File: config.mk
export PLATFORM = sky130hd
export DESIGN_NAME = ber_value_decoder_top_flat
export DESIGN_NICKNAME = d
export VERILOG_FILES = /design/src/rtl/bvd_pkg.sv /design/src/rtl/bvd_if.sv /design/src/rtl/bvd_front.sv /design/src/rtl/bvd_queue.sv /design/src/rtl/bvd_back.sv /design/src/rtl/ber_value_decoder_top.sv /design/src/flat_wrapper.sv
export SDC_FILE = /design/constraint.sdc
export NUM_CORES = 1
export LEC_CHECK = 0
export BUFFER_PORTS_ARGS = -buffer_cell sky130_fd_sc_hd__buf_2
export CAP_MARGIN = 20
export CORE_MARGIN = 2
export CORE_UTILIZATION = 35
export CTS_CLUSTER_SIZE = 40
export DETAILED_ROUTE_END_ITERATION = 6
export PLACE_DENSITY_LB_ADDON = 0.08
export RECOVER_POWER = 50
export REMOVE_ABC_BUFFERS = 1
export SLEW_MARGIN = 20
export SYNTH_ARGS = -nofsm -noshare
export SYNTH_HDL_FRONTEND = slang
export SYNTH_HIERARCHICAL = 1
export SYNTH_SLANG_ARGS = --single-unit
File: constraint.sdc
create_clock -name clock -period 23.3 [get_ports clock]
set_input_delay 1.165 -clock clock [delete_from_list [all_inputs] [get_ports clock]]
set_output_delay 1.165 -clock clock [all_outputs]
set_load 0.05 [all_outputs]
File: src/rtl/bvd_pkg.sv
// Package for the BER value decoder: codes, queue entry type and helpers.
// Used by every module of the block; depends on nothing.
package bvd_pkg;

   // Decoder phases
   typedef enum logic [2:0] {
      PH_TAG,
      PH_LEN_FIRST,
      PH_LEN_MORE,
      PH_INT,
      PH_STR,
      PH_DROP
   } phase_type;

   // Work handed from front to back
   typedef enum logic [2:0] {
      OP_ACC,        // integer content byte, no result
      OP_INT_DONE,   // last integer content byte, emit value
      OP_INT_ZERO,   // zero-length integer, emit 0
      OP_STR_BYTE,   // octet string byte
      OP_STR_EMPTY,  // zero-length string
      OP_ERROR       // error result
   } op_type;

   // Value types
   localparam logic [2:0] TYPE_INT       = 3'd0;
   localparam logic [2:0] TYPE_IPV4      = 3'd1;
   localparam logic [2:0] TYPE_COUNTER   = 3'd2;
   localparam logic [2:0] TYPE_GAUGE     = 3'd3;
   localparam logic [2:0] TYPE_COUNTER64 = 3'd4;
   localparam logic [2:0] TYPE_OCTETS    = 3'd5;

   // Result kinds
   localparam logic [1:0] KIND_INT       = 2'd0;
   localparam logic [1:0] KIND_STR_BYTE  = 2'd1;
   localparam logic [1:0] KIND_ERROR     = 2'd2;
   localparam logic [1:0] KIND_STR_EMPTY = 2'd3;

   // Error codes
   localparam logic [1:0] ERR_NONE      = 2'd0;
   localparam logic [1:0] ERR_PROTOCOL  = 2'd1;
   localparam logic [1:0] ERR_TOO_SMALL = 2'd2;

   // BER tags
   localparam logic [7:0] TAG_INTEGER   = 8'h02;
   localparam logic [7:0] TAG_OCTETS    = 8'h04;
   localparam logic [7:0] TAG_IPV4      = 8'h40;
   localparam logic [7:0] TAG_COUNTER   = 8'h41;
   localparam logic [7:0] TAG_GAUGE     = 8'h42;
   localparam logic [7:0] TAG_COUNTER64 = 8'h46;

   localparam int         LEN_LONG_BIT  = 7;      // 0x80: long-form length
   localparam logic [6:0] MAX_LEN_BYTES = 7'd4;   // low 7 bits (0x7F) give the count

   localparam logic [15:0] DEST_CAPACITY_RESET = 16'd8;
   localparam int          QUEUE_DEPTH_DEFAULT = 4;

   typedef struct packed {
      op_type      op;
      logic [2:0]  vtype;
      logic [7:0]  data;
      logic [15:0] size;
      logic [1:0]  err;
      logic        last;
   } entry_type;

   function automatic logic [15:0] int_slot_bytes(input logic [2:0] vtype);
      return (vtype == TYPE_COUNTER64) ? 16'd8 : 16'd4;
   endfunction

endpackage

File: src/rtl/bvd_if.sv
// Channel interfaces of the BER value decoder: byte input, result output, CSR write.
// Plain valid/ready channels; no package dependency.
interface bvd_req_if;
   logic       valid;
   logic       ready;
   logic [7:0] in_byte;
   logic       end_of_buffer;

   modport source (output valid, output in_byte, output end_of_buffer, input ready);
   modport sink   (input valid, input in_byte, input end_of_buffer, output ready);
endinterface

interface bvd_rsp_if;
   logic        valid;
   logic        ready;
   logic [1:0]  out_kind;
   logic [2:0]  value_type;
   logic [63:0] out_value;
   logic [15:0] value_size;
   logic [1:0]  error_code;
   logic        value_last;

   modport source (output valid, output out_kind, output value_type, output out_value,
                   output value_size, output error_code, output value_last, input ready);
   modport sink   (input valid, input out_kind, input value_type, input out_value,
                   input value_size, input error_code, input value_last, output ready);
endinterface

interface bvd_csr_if;
   logic        valid;
   logic        ready;
   logic [15:0] dest_capacity;

   modport source (output valid, output dest_capacity, input ready);
   modport sink   (input valid, input dest_capacity, output ready);
endinterface

File: src/rtl/bvd_front.sv
// Front end: takes bytes, runs the tag/length/content state machine, holds the
// capacity register and queues one work entry per byte that needs the back end. Uses bvd_pkg.
module bvd_front (
   input  logic                clock,
   input  logic                reset,
   bvd_req_if.sink             req,
   bvd_csr_if.sink             csr,
   input  logic                q_full,
   output logic                push_valid,
   output bvd_pkg::entry_type  push_entry
);
   import bvd_pkg::*;

   phase_type   phase_ff, phase_in;
   logic [2:0]  type_ff, type_in;
   logic [2:0]  lbl_ff, lbl_in;
   logic [31:0] clen_ff, clen_in;
   logic [31:0] cleft_ff, cleft_in;
   logic [15:0] cap_ff;
   logic        accept;
   logic        push;
   entry_type   ent;

   assign req.ready  = !q_full;
   assign accept     = req.valid && req.ready;
   assign csr.ready  = 1'b1;
   assign push_valid = accept && push;
   assign push_entry = ent;

   always_ff @(posedge clock) begin
      if (reset) begin
         phase_ff <= PH_TAG;
         type_ff  <= TYPE_INT;
         lbl_ff   <= '0;
         clen_ff  <= '0;
         cleft_ff <= '0;
      end else if (accept) begin
         phase_ff <= phase_in;
         type_ff  <= type_in;
         lbl_ff   <= lbl_in;
         clen_ff  <= clen_in;
         cleft_ff <= cleft_in;
      end
   end

   always_ff @(posedge clock) begin
      if (reset) begin
         cap_ff <= DEST_CAPACITY_RESET;
      end else if (csr.valid) begin
         cap_ff <= csr.dest_capacity;
      end
   end

   always_comb begin
      logic [7:0]  b;
      logic        tag_ok;
      logic [2:0]  t;
      logic        len_known;
      logic [31:0] len_val;

      b         = req.in_byte;
      tag_ok    = 1'b1;
      t         = TYPE_INT;
      len_known = 1'b0;
      len_val   = '0;
      phase_in  = phase_ff;
      type_in   = type_ff;
      lbl_in    = lbl_ff;
      clen_in   = clen_ff;
      cleft_in  = cleft_ff;
      push      = 1'b0;
      ent.op    = OP_ACC;
      ent.data  = b;
      ent.size  = '0;
      ent.err   = ERR_NONE;
      ent.last  = 1'b0;

      case (phase_ff)
         PH_TAG: begin
            case (b)
               TAG_INTEGER:   t = TYPE_INT;
               TAG_IPV4:      t = TYPE_IPV4;
               TAG_COUNTER:   t = TYPE_COUNTER;
               TAG_GAUGE:     t = TYPE_GAUGE;
               TAG_COUNTER64: t = TYPE_COUNTER64;
               TAG_OCTETS:    t = TYPE_OCTETS;
               default:       tag_ok = 1'b0;
            endcase
            type_in = t;
            if (!tag_ok) begin
               push     = 1'b1;
               ent.op   = OP_ERROR;
               ent.err  = ERR_PROTOCOL;
               ent.last = 1'b1;
               phase_in = PH_DROP;
            end else if (t != TYPE_OCTETS && cap_ff < int_slot_bytes(t)) begin
               push     = 1'b1;
               ent.op   = OP_ERROR;
               ent.err  = ERR_TOO_SMALL;
               ent.last = 1'b1;
               phase_in = PH_DROP;
            end else begin
               clen_in  = '0;
               phase_in = PH_LEN_FIRST;
            end
         end
         PH_LEN_FIRST: begin
            if (!b[LEN_LONG_BIT]) begin
               len_known = 1'b1;
               len_val   = {24'd0, b};
            end else if (b[6:0] > MAX_LEN_BYTES) begin
               push     = 1'b1;
               ent.op   = OP_ERROR;
               ent.err  = ERR_PROTOCOL;
               ent.last = 1'b1;
               phase_in = PH_DROP;
            end else if (b[6:0] == 7'd0) begin
               len_known = 1'b1;
            end else begin
               clen_in  = '0;
               lbl_in   = b[2:0];
               phase_in = PH_LEN_MORE;
            end
         end
         PH_LEN_MORE: begin
            len_val = {clen_ff[23:0], b};
            clen_in = len_val;
            lbl_in  = lbl_ff - 3'd1;
            if (lbl_ff == 3'd1) begin
               len_known = 1'b1;
            end
         end
         PH_INT: begin
            push     = 1'b1;
            cleft_in = cleft_ff - 32'd1;
            if (cleft_ff == 32'd1) begin
               ent.op   = OP_INT_DONE;
               ent.size = int_slot_bytes(type_ff);
               ent.last = 1'b1;
               phase_in = PH_TAG;
            end
         end
         PH_STR: begin
            push     = 1'b1;
            cleft_in = cleft_ff - 32'd1;
            ent.op   = OP_STR_BYTE;
            ent.size = clen_ff[15:0];
            ent.last = (cleft_ff == 32'd1);
            if (cleft_ff == 32'd1) begin
               phase_in = PH_TAG;
            end
         end
         PH_DROP: begin
         end
         default: begin
            phase_in = PH_TAG;
         end
      endcase

      // length settled: decide content handling
      if (len_known) begin
         clen_in = len_val;
         if (type_ff != TYPE_OCTETS) begin
            if (len_val == 32'd0) begin
               push     = 1'b1;
               ent.op   = OP_INT_ZERO;
               ent.size = int_slot_bytes(type_ff);
               ent.last = 1'b1;
               phase_in = PH_TAG;
            end else begin
               cleft_in = len_val;
               phase_in = PH_INT;
            end
         end else if (len_val > {16'd0, cap_ff}) begin
            push     = 1'b1;
            ent.op   = OP_ERROR;
            ent.err  = ERR_TOO_SMALL;
            ent.last = 1'b1;
            phase_in = PH_DROP;
         end else if (len_val == 32'd0) begin
            push     = 1'b1;
            ent.op   = OP_STR_EMPTY;
            ent.last = 1'b1;
            phase_in = PH_TAG;
         end else begin
            cleft_in = len_val;
            phase_in = PH_STR;
         end
      end

      // buffer ends: a value in flight turns into a too-small error
      if (req.end_of_buffer) begin
         if (phase_in != PH_TAG && phase_in != PH_DROP) begin
            push     = 1'b1;
            ent.op   = OP_ERROR;
            ent.size = '0;
            ent.err  = ERR_TOO_SMALL;
            ent.last = 1'b1;
         end
         phase_in = PH_TAG;
      end

      ent.vtype = type_in;
   end

`ifndef ASSERT_OFF
   a_eob_to_tag: assert property (@(posedge clock) disable iff (reset)
      (accept && req.end_of_buffer) |=> (phase_ff == PH_TAG))
      else $error("phase not back at tag after end of buffer");
`endif

endmodule

File: src/rtl/bvd_queue.sv
// Short FIFO of work entries between front and back ends.
// Uses bvd_pkg for the entry type.
module bvd_queue #(
   parameter int DEPTH = bvd_pkg::QUEUE_DEPTH_DEFAULT
) (
   input  logic                clock,
   input  logic                reset,
   input  logic                push,
   input  bvd_pkg::entry_type  push_entry,
   input  logic                pop,
   output bvd_pkg::entry_type  head,
   output logic                full,
   output logic                empty
);
   import bvd_pkg::*;

   localparam int PTR_W = (DEPTH > 1) ? $clog2(DEPTH) : 1;
   localparam int CNT_W = $clog2(DEPTH + 1);

   entry_type        mem_ff [DEPTH];
   logic [PTR_W-1:0] wr_ptr_ff, wr_ptr_in;
   logic [PTR_W-1:0] rd_ptr_ff, rd_ptr_in;
   logic [CNT_W-1:0] count_ff, count_in;
   logic             do_push;
   logic             do_pop;

   assign full    = (count_ff == CNT_W'(DEPTH));
   assign empty   = (count_ff == '0);
   assign do_push = push && !full;
   assign do_pop  = pop && !empty;
   assign head    = mem_ff[rd_ptr_ff];

   always_comb begin
      wr_ptr_in = wr_ptr_ff;
      rd_ptr_in = rd_ptr_ff;
      count_in  = count_ff;
      if (do_push) begin
         wr_ptr_in = (wr_ptr_ff == PTR_W'(DEPTH - 1)) ? '0 : wr_ptr_ff + 1'b1;
      end
      if (do_pop) begin
         rd_ptr_in = (rd_ptr_ff == PTR_W'(DEPTH - 1)) ? '0 : rd_ptr_ff + 1'b1;
      end
      if (do_push && !do_pop) begin
         count_in = count_ff + 1'b1;
      end else if (do_pop && !do_push) begin
         count_in = count_ff - 1'b1;
      end
   end

   always_ff @(posedge clock) begin
      if (reset) begin
         wr_ptr_ff <= '0;
         rd_ptr_ff <= '0;
         count_ff  <= '0;
      end else begin
         wr_ptr_ff <= wr_ptr_in;
         rd_ptr_ff <= rd_ptr_in;
         count_ff  <= count_in;
      end
   end

   always_ff @(posedge clock) begin
      if (do_push) begin
         mem_ff[wr_ptr_ff] <= push_entry;
      end
   end

`ifndef ASSERT_OFF
   a_no_overflow: assert property (@(posedge clock) disable iff (reset)
      push |-> !full)
      else $error("push into full queue");
`endif
`ifndef ASSERT_OFF
   a_no_underflow: assert property (@(posedge clock) disable iff (reset)
      pop |-> !empty)
      else $error("pop from empty queue");
`endif

endmodule

File: src/rtl/bvd_back.sv
// Back end: drains the work queue, accumulates integer content and drives
// the registered result channel. Uses bvd_pkg.
module bvd_back (
   input  logic                clock,
   input  logic                reset,
   input  bvd_pkg::entry_type  head,
   input  logic                q_empty,
   output logic                pop,
   bvd_rsp_if.source           rsp
);
   import bvd_pkg::*;

   logic [63:0] acc_ff, acc_in;
   logic [63:0] acc_shift;
   logic        valid_ff, valid_in;
   logic [1:0]  kind_ff, kind_in;
   logic [2:0]  vtype_ff;
   logic [63:0] value_ff, value_in;
   logic [15:0] size_ff;
   logic [1:0]  err_ff;
   logic        last_ff;
   logic        head_acc;
   logic        load;

   assign head_acc  = !q_empty && (head.op == OP_ACC);
   assign load      = !q_empty && !head_acc && (!valid_ff || rsp.ready);
   assign pop       = head_acc || load;
   // big-endian accumulate; only the low 32 bits survive outside Counter64
   assign acc_shift = (head.vtype == TYPE_COUNTER64) ? {acc_ff[55:0], head.data}
                                                     : {32'd0, acc_ff[23:0], head.data};

   always_comb begin
      acc_in   = acc_ff;
      valid_in = rsp.ready ? 1'b0 : valid_ff;
      kind_in  = KIND_ERROR;
      value_in = '0;
      case (head.op)
         OP_INT_DONE: begin
            kind_in  = KIND_INT;
            value_in = acc_shift;
         end
         OP_INT_ZERO:  kind_in = KIND_INT;
         OP_STR_BYTE: begin
            kind_in  = KIND_STR_BYTE;
            value_in = {56'd0, head.data};
         end
         OP_STR_EMPTY: kind_in = KIND_STR_EMPTY;
         OP_ERROR:     kind_in = KIND_ERROR;
         default:      kind_in = KIND_ERROR;
      endcase
      if (head_acc) begin
         acc_in = acc_shift;
      end
      if (load) begin
         acc_in   = '0;
         valid_in = 1'b1;
      end
   end

   always_ff @(posedge clock) begin
      if (reset) begin
         acc_ff   <= '0;
         valid_ff <= 1'b0;
      end else begin
         acc_ff   <= acc_in;
         valid_ff <= valid_in;
      end
   end

   always_ff @(posedge clock) begin
      if (load) begin
         kind_ff  <= kind_in;
         vtype_ff <= head.vtype;
         value_ff <= value_in;
         size_ff  <= head.size;
         err_ff   <= head.err;
         last_ff  <= head.last;
      end
   end

   assign rsp.valid      = valid_ff;
   assign rsp.out_kind   = kind_ff;
   assign rsp.value_type = vtype_ff;
   assign rsp.out_value  = value_ff;
   assign rsp.value_size = size_ff;
   assign rsp.error_code = err_ff;
   assign rsp.value_last = last_ff;

`ifndef ASSERT_OFF
   a_acc_cleared: assert property (@(posedge clock) disable iff (reset)
      load |=> (acc_ff == 64'd0))
      else $error("accumulator not cleared after a result");
`endif

endmodule

File: src/rtl/ber_value_decoder_top.sv
// BER value decoder top: one SNMP BER value per item stream, one byte per item.
// With the queue empty, a taken byte's result is written into a queue entry and then loaded
// into the result register, which drives rsp.
// Throughput: one byte per cycle while the work queue is not full, as the front end updates its state once per byte.
// Bytes keep flowing while a result waits; the work queue absorbs up to QUEUE_DEPTH entries.
// Reset (synchronous, active high) returns to expecting a tag, empties the queue and the
// result register and sets dest_capacity to 8; there is no clearing pass.
module ber_value_decoder_top #(
   parameter int QUEUE_DEPTH = bvd_pkg::QUEUE_DEPTH_DEFAULT
) (
   input  logic      clock,
   input  logic      reset,
   bvd_req_if.sink   req,
   bvd_rsp_if.source rsp,
   bvd_csr_if.sink   csr
);
   import bvd_pkg::*;

   // front -> queue
   logic      push_valid;
   entry_type push_entry;
   logic      q_full;

   // queue -> back
   entry_type head_entry;
   logic      q_empty;
   logic      pop;

   // Front: tag and length parsing, capacity checks, end-of-buffer handling.
   // Emits one entry per byte that carries content or a result.
   bvd_front u_front (
      .clock      (clock),
      .reset      (reset),
      .req        (req),
      .csr        (csr),
      .q_full     (q_full),
      .push_valid (push_valid),
      .push_entry (push_entry)
   );

   // Decouples parsing from result delivery so a stalled sink does not stop input at once.
   bvd_queue #(
      .DEPTH (QUEUE_DEPTH)
   ) u_queue (
      .clock      (clock),
      .reset      (reset),
      .push       (push_valid),
      .push_entry (push_entry),
      .pop        (pop),
      .head       (head_entry),
      .full       (q_full),
      .empty      (q_empty)
   );

   // Back: integer accumulation and the output register.
   // Integer content bytes drain without waiting on the sink; result entries, string bytes among them, wait for it.
   bvd_back u_back (
      .clock   (clock),
      .reset   (reset),
      .head    (head_entry),
      .q_empty (q_empty),
      .pop     (pop),
      .rsp     (rsp)
   );

endmodule

File: src/flat_wrapper.sv
// flat-port wrapper written by rule: the top's interface ports become plain ports
module ber_value_decoder_top_flat import bvd_pkg::*;
#(
   parameter int QUEUE_DEPTH = bvd_pkg::QUEUE_DEPTH_DEFAULT
)
  (clock, reset, req_valid, req_in_byte, req_end_of_buffer, req_ready, rsp_valid, rsp_out_kind, rsp_value_type, rsp_out_value, rsp_value_size, rsp_error_code, rsp_value_last, rsp_ready, csr_valid, csr_dest_capacity, csr_ready);
  bvd_req_if req_i ();
  bvd_rsp_if rsp_i ();
  bvd_csr_if csr_i ();
  input  logic clock;
  input  logic reset;
  input wire logic [$bits(req_i.valid)-1:0] req_valid;
  input wire logic [$bits(req_i.in_byte)-1:0] req_in_byte;
  input wire logic [$bits(req_i.end_of_buffer)-1:0] req_end_of_buffer;
  output wire logic [$bits(req_i.ready)-1:0] req_ready;
  output wire logic [$bits(rsp_i.valid)-1:0] rsp_valid;
  output wire logic [$bits(rsp_i.out_kind)-1:0] rsp_out_kind;
  output wire logic [$bits(rsp_i.value_type)-1:0] rsp_value_type;
  output wire logic [$bits(rsp_i.out_value)-1:0] rsp_out_value;
  output wire logic [$bits(rsp_i.value_size)-1:0] rsp_value_size;
  output wire logic [$bits(rsp_i.error_code)-1:0] rsp_error_code;
  output wire logic [$bits(rsp_i.value_last)-1:0] rsp_value_last;
  input wire logic [$bits(rsp_i.ready)-1:0] rsp_ready;
  input wire logic [$bits(csr_i.valid)-1:0] csr_valid;
  input wire logic [$bits(csr_i.dest_capacity)-1:0] csr_dest_capacity;
  output wire logic [$bits(csr_i.ready)-1:0] csr_ready;
  assign req_i.valid = req_valid;
  assign req_i.in_byte = req_in_byte;
  assign req_i.end_of_buffer = req_end_of_buffer;
  assign req_ready = req_i.ready;
  assign rsp_valid = rsp_i.valid;
  assign rsp_out_kind = rsp_i.out_kind;
  assign rsp_value_type = rsp_i.value_type;
  assign rsp_out_value = rsp_i.out_value;
  assign rsp_value_size = rsp_i.value_size;
  assign rsp_error_code = rsp_i.error_code;
  assign rsp_value_last = rsp_i.value_last;
  assign rsp_i.ready = rsp_ready;
  assign csr_i.valid = csr_valid;
  assign csr_i.dest_capacity = csr_dest_capacity;
  assign csr_ready = csr_i.ready;
  ber_value_decoder_top #(.QUEUE_DEPTH(QUEUE_DEPTH)) u_core (.clock(clock), .reset(reset), .req(req_i), .rsp(rsp_i), .csr(csr_i));
endmodule
==> results.yml <==
final_layout:
  utilization_pct: 40.3
  stdcell_count: 2060
  nets: 1494
  syn2layout_area_growth_pct: 14.1
  n_antenna_cell: 0
  layout_common_cells: "edfxtp_1, nand2_1, dfxtp_1, clkbuf_1, a21oi_1"
  drive_gt1_share_pct: 10.6
  layout_commonest_cell: "edfxtp_1"
timing:
  fin_tns_setup_ns: 0
  hold_viol_final: 0
  rsz0062_at_grt: "false"
  fmax_mhz: 153
  finalClockSkew_ns: 0.0127
  post-route-period-util_pct: 28.0
  hold_slack_ns: 0.447
  finalSetupViolCount: 0
  worstMarginPinSlew_ns: 2.96
  slew_viol_final: 182
  period_minus_slack_ns: 6.53
  slew_headroom_pct: -97.5
pwr:
  combPwrFrac_pct: 29.9
  power_mw: 2.16
  vdd_ir_drop_max_mv: 0.109
  p_sw_share_pct: 38.0
  sequentialPowerShare_pct: 40.8
  leakagePower_nw: 6.13
  power_switching_mw: 0.822
  power_frac_clock_pct: 29.2
  pwr_density_cell_nw_per_um2: 122
  internal_power_mw: 1.34
synth:
  ys.flop_type: "edfxtp_1"
  synthCells: 1354
  async_reset_ff_share_pct: 0
  yosysUniqueCellTypes: 75
  synth_edf_count: 220
  synthesis.area_um2: 15600
  yosys_warnings: 6
  yosysSeqAreaShare_pct: 61.3
  ys_seq_elements: 367
  syn_avg_cell_area_um2: 11.5
critical_path:
  cp-endpoint: "u_core/u_queue/count_ff[2]$_SDFFE_PP0P_"
  path_cells: "clkbuf_1 > or3b_2 > a21oi_1 > and2_1 > ha_1 > nand4_1 > nor3_1 > a21boi_0 > or3_1 > a211oi_1 > a2bb2oi_1 > o31a_1 > o31a_1 > inv_1 > nor2_2 > ha_1 > inv_1 > fa_1 > xor2_1 > or3_2 > a21oi_1"
  endpoint_kind: "flip-flop"
  rrSetupSlack_ns: 16.95
  r2r_end: "u_core/u_queue/count_ff[2]$_SDFFE_PP0P_"
  worst_path_largest_cell_delay_ns: 0.68
  cp_slowest_cell: "o31a_1"
  cp.required_ns: 23.78
  rr_worst_depth: 20
  path_max_fanout: 22
  crit_start: "req_in_byte[7]"
  worstPathArrival_ns: 7.01
  worstSetupStartpointType: "input pin"
  r2r_start: "u_core/u_front/phase_ff[0]$_SDFFE_PP0P_"
  criticalPathCategory: "in2reg"
placement:
  place_inst: 1985
  numPortBuffers: 119
  globalplace.congestion: 0.836
  dpl.hpwl_um: 25200
grt:
  grt_max_degree: 57
  grt-ovfl-total: 0
  grt_first_pass_wirelength_um: 61100
  grt_antenna_before_repair: 0
  grt_pass1_vias: 10400
  grtUsageTotal_pct: 16.9
clocking:
  cts_setup_buffers: 0
  clock-sinks: 367
  cts_buffers: 41
  cts_tree: "built"
  cts_resized: 0
  h-tree-depth: 2
  clk_latency_ns: 0.56
  cts.clk_slew.worst_paths_ns: 0.06
  cts_hold_buf: 0
  cts_buffer_depth: 3
  cts_root_buf: "clkbuf_16"
run:
  cap_violations: 4
detailed_routing:
  drc: 0
  drtAntennaViolNets: 0
  avgViaCountPerCell: 5.08
  drt_iter0_markers: 620
  vias: 10500
  drt-pass1-iter-count: 5
  wl_per_cell_um: 19.0
  routed_wl_um: 39200
floorplan:
  rows: 77
  start_util_pct: 35.3
  die_y_um: 215
  io_pins: 121
  core_area_um2: 44100
  die-area_um2: 46200
  die_x_um: 215
worst_hold_path:
  min_from: "u_core/u_back/acc_ff[48]$_SDFFE_PP0P_"
  hp-class: "reg2reg"
outcome:
  status: "finished, violations left"
  violations: "max-capacitance violations, max-slew violations"
worst max-delay path, delay by kind of cell:
family	cells	cell delay, ns
buffers and inverters	3	0.34
and+or+nand+nor	7	2.00
AOI/OAI and AO/OA	7	2.47
xor gates and xnor gates	1	0.17
adders and majority gates	3	0.85
cell usage after synthesis (5+ instances only):
library cell | number | share of area, %
edfxtp_1 | 220 | 42
nand2_1 | 185 | 4.5
dfxtp_1 | 147 | 19
a21oi_1 | 111 | 3.6
nor2_1 | 96 | 2.3
nand3_1 | 62 | 2.0
clkbuf_1 | 51 | 1.2
and2_1 | 46 | 1.8
and3_1 | 36 | 1.4
inv_1 | 33 | 0.79
mux4_2 | 33 | 4.8
o21ai_0 | 30 | 0.96
ha_1 | 27 | 2.2
nor3_1 | 22 | 0.71
buf_2 | 20 | 0.64
mux2i_1 | 18 | 1.2
buf_4 | 15 | 0.72
nand2b_1 | 15 | 0.60
nor4_1 | 15 | 0.60
a22oi_1 | 12 | 0.58
o211ai_1 | 9 | 0.43
nor2b_1 | 8 | 0.32
or2_2 | 8 | 0.32
a211oi_1 | 7 | 0.34
nand4_1 | 7 | 0.28
or3_1 | 7 | 0.28
o21a_1 | 6 | 0.29
o311ai_0 | 6 | 0.34
o22ai_1 | 5 | 0.20
or4_1 | 5 | 0.24
state kept, by name, indices dropped and copies added (netlist names), named ones only:
register	cells
u_core/u_back/acc_ff	56
u_core/u_queue/rd_ptr_ff	2
u_core/u_front/clen_ff	24
u_core/u_front/phase_ff	3
u_core/u_front/lbl_ff	3
u_core/u_back/rsp.valid	1
u_core/u_back/rsp.value_size	16
u_core/u_back/rsp.error_code	2
u_core/u_back/rsp.out_value	64
u_core/u_queue/mem_ff	132
u_core/u_front/cap_ff	16
u_core/u_front/type_ff	3
u_core/u_queue/count_ff	3
u_core/u_front/cleft_ff	32
u_core/u_back/rsp.value_type	3
u_core/u_back/rsp.out_kind	2
u_core/u_back/rsp.value_last	1
u_core/u_queue/wr_ptr_ff	2
cell type report:
type / instances / area [µm²]
Multi-Input combinational cell: 859 / 5480
Fill cell: 4422 / 26300
Inverter: 34 / 133
Timing Repair Buffer: 133 / 562
Tap cell: 592 / 741
Clock buffer: 58 / 1190
Clock inverter: 17 / 121
Sequential cell: 367 / 9550
through the flow:
stage          worst slack, ns  cell area, µm²
2_1_floorplan            13.43           15100
3_3_place_gp             16.49           16600
3_5_place_dp             16.35           16600
4_1_cts                  16.92           17900
5_1_grt                  16.30           17800
6_report                 16.77           17800
how the worst min path moves through the flow:
stage                                                        to  cells past startpoint
final                     u_core/u_back/acc_ff[48]$_SDFFE_PP0P_                      2
after global routing      u_core/u_back/acc_ff[48]$_SDFFE_PP0P_                      2
after CTS                 u_core/u_back/acc_ff[48]$_SDFFE_PP0P_                      2
after detailed placement  u_core/u_back/acc_ff[48]$_SDFFE_PP0P_                      2
after global placement    u_core/u_back/acc_ff[51]$_SDFFE_PP0P_                      2
after floorplan           u_core/u_back/acc_ff[48]$_SDFFE_PP0P_                      2
routing by layer:
metal | wire, µm | vias to the layer above | global-route usage [%]
met3 | 1530 | 68 | 2.82
met2 | 18600 | 202 | 27.9
met5 | 0 | - | 0
met4 | 937 | 0 | 5.91
li1 | - | 5111 | -
met1 | 18100 | 5087 | 22.5
power groups by stage:
stage | clock, mW | sequential [mW] | combinational (mW)
3_5_place_dp | 0 | 0.894 | 0.679
2_1_floorplan | 0 | 1.17 | 0.212
6_report | 0.632 | 0.883 | 0.647
5_1_grt | 0.678 | 0.896 | 0.691
3_3_place_gp | 0 | 0.895 | 0.679
4_1_cts | 0.655 | 0.881 | 0.681
kinds of logic (layout without fill, tap and decap cells):
group,count (synthesis),after routing,share of synthesized area (%)
other,1,1,0.0241
AO/OA/AOI/OAI,239,239,9.74
buffers and inverters,128,242,3.83
XOR/XNOR,4,4,0.225
flip-flops,367,367,61.3
multiplexers,51,51,5.93
adder cells (fa/ha/maj),28,28,2.30
AND/OR/NAND/NOR,536,536,16.7
Note: power is estimated with default switching activity, not from simulation.
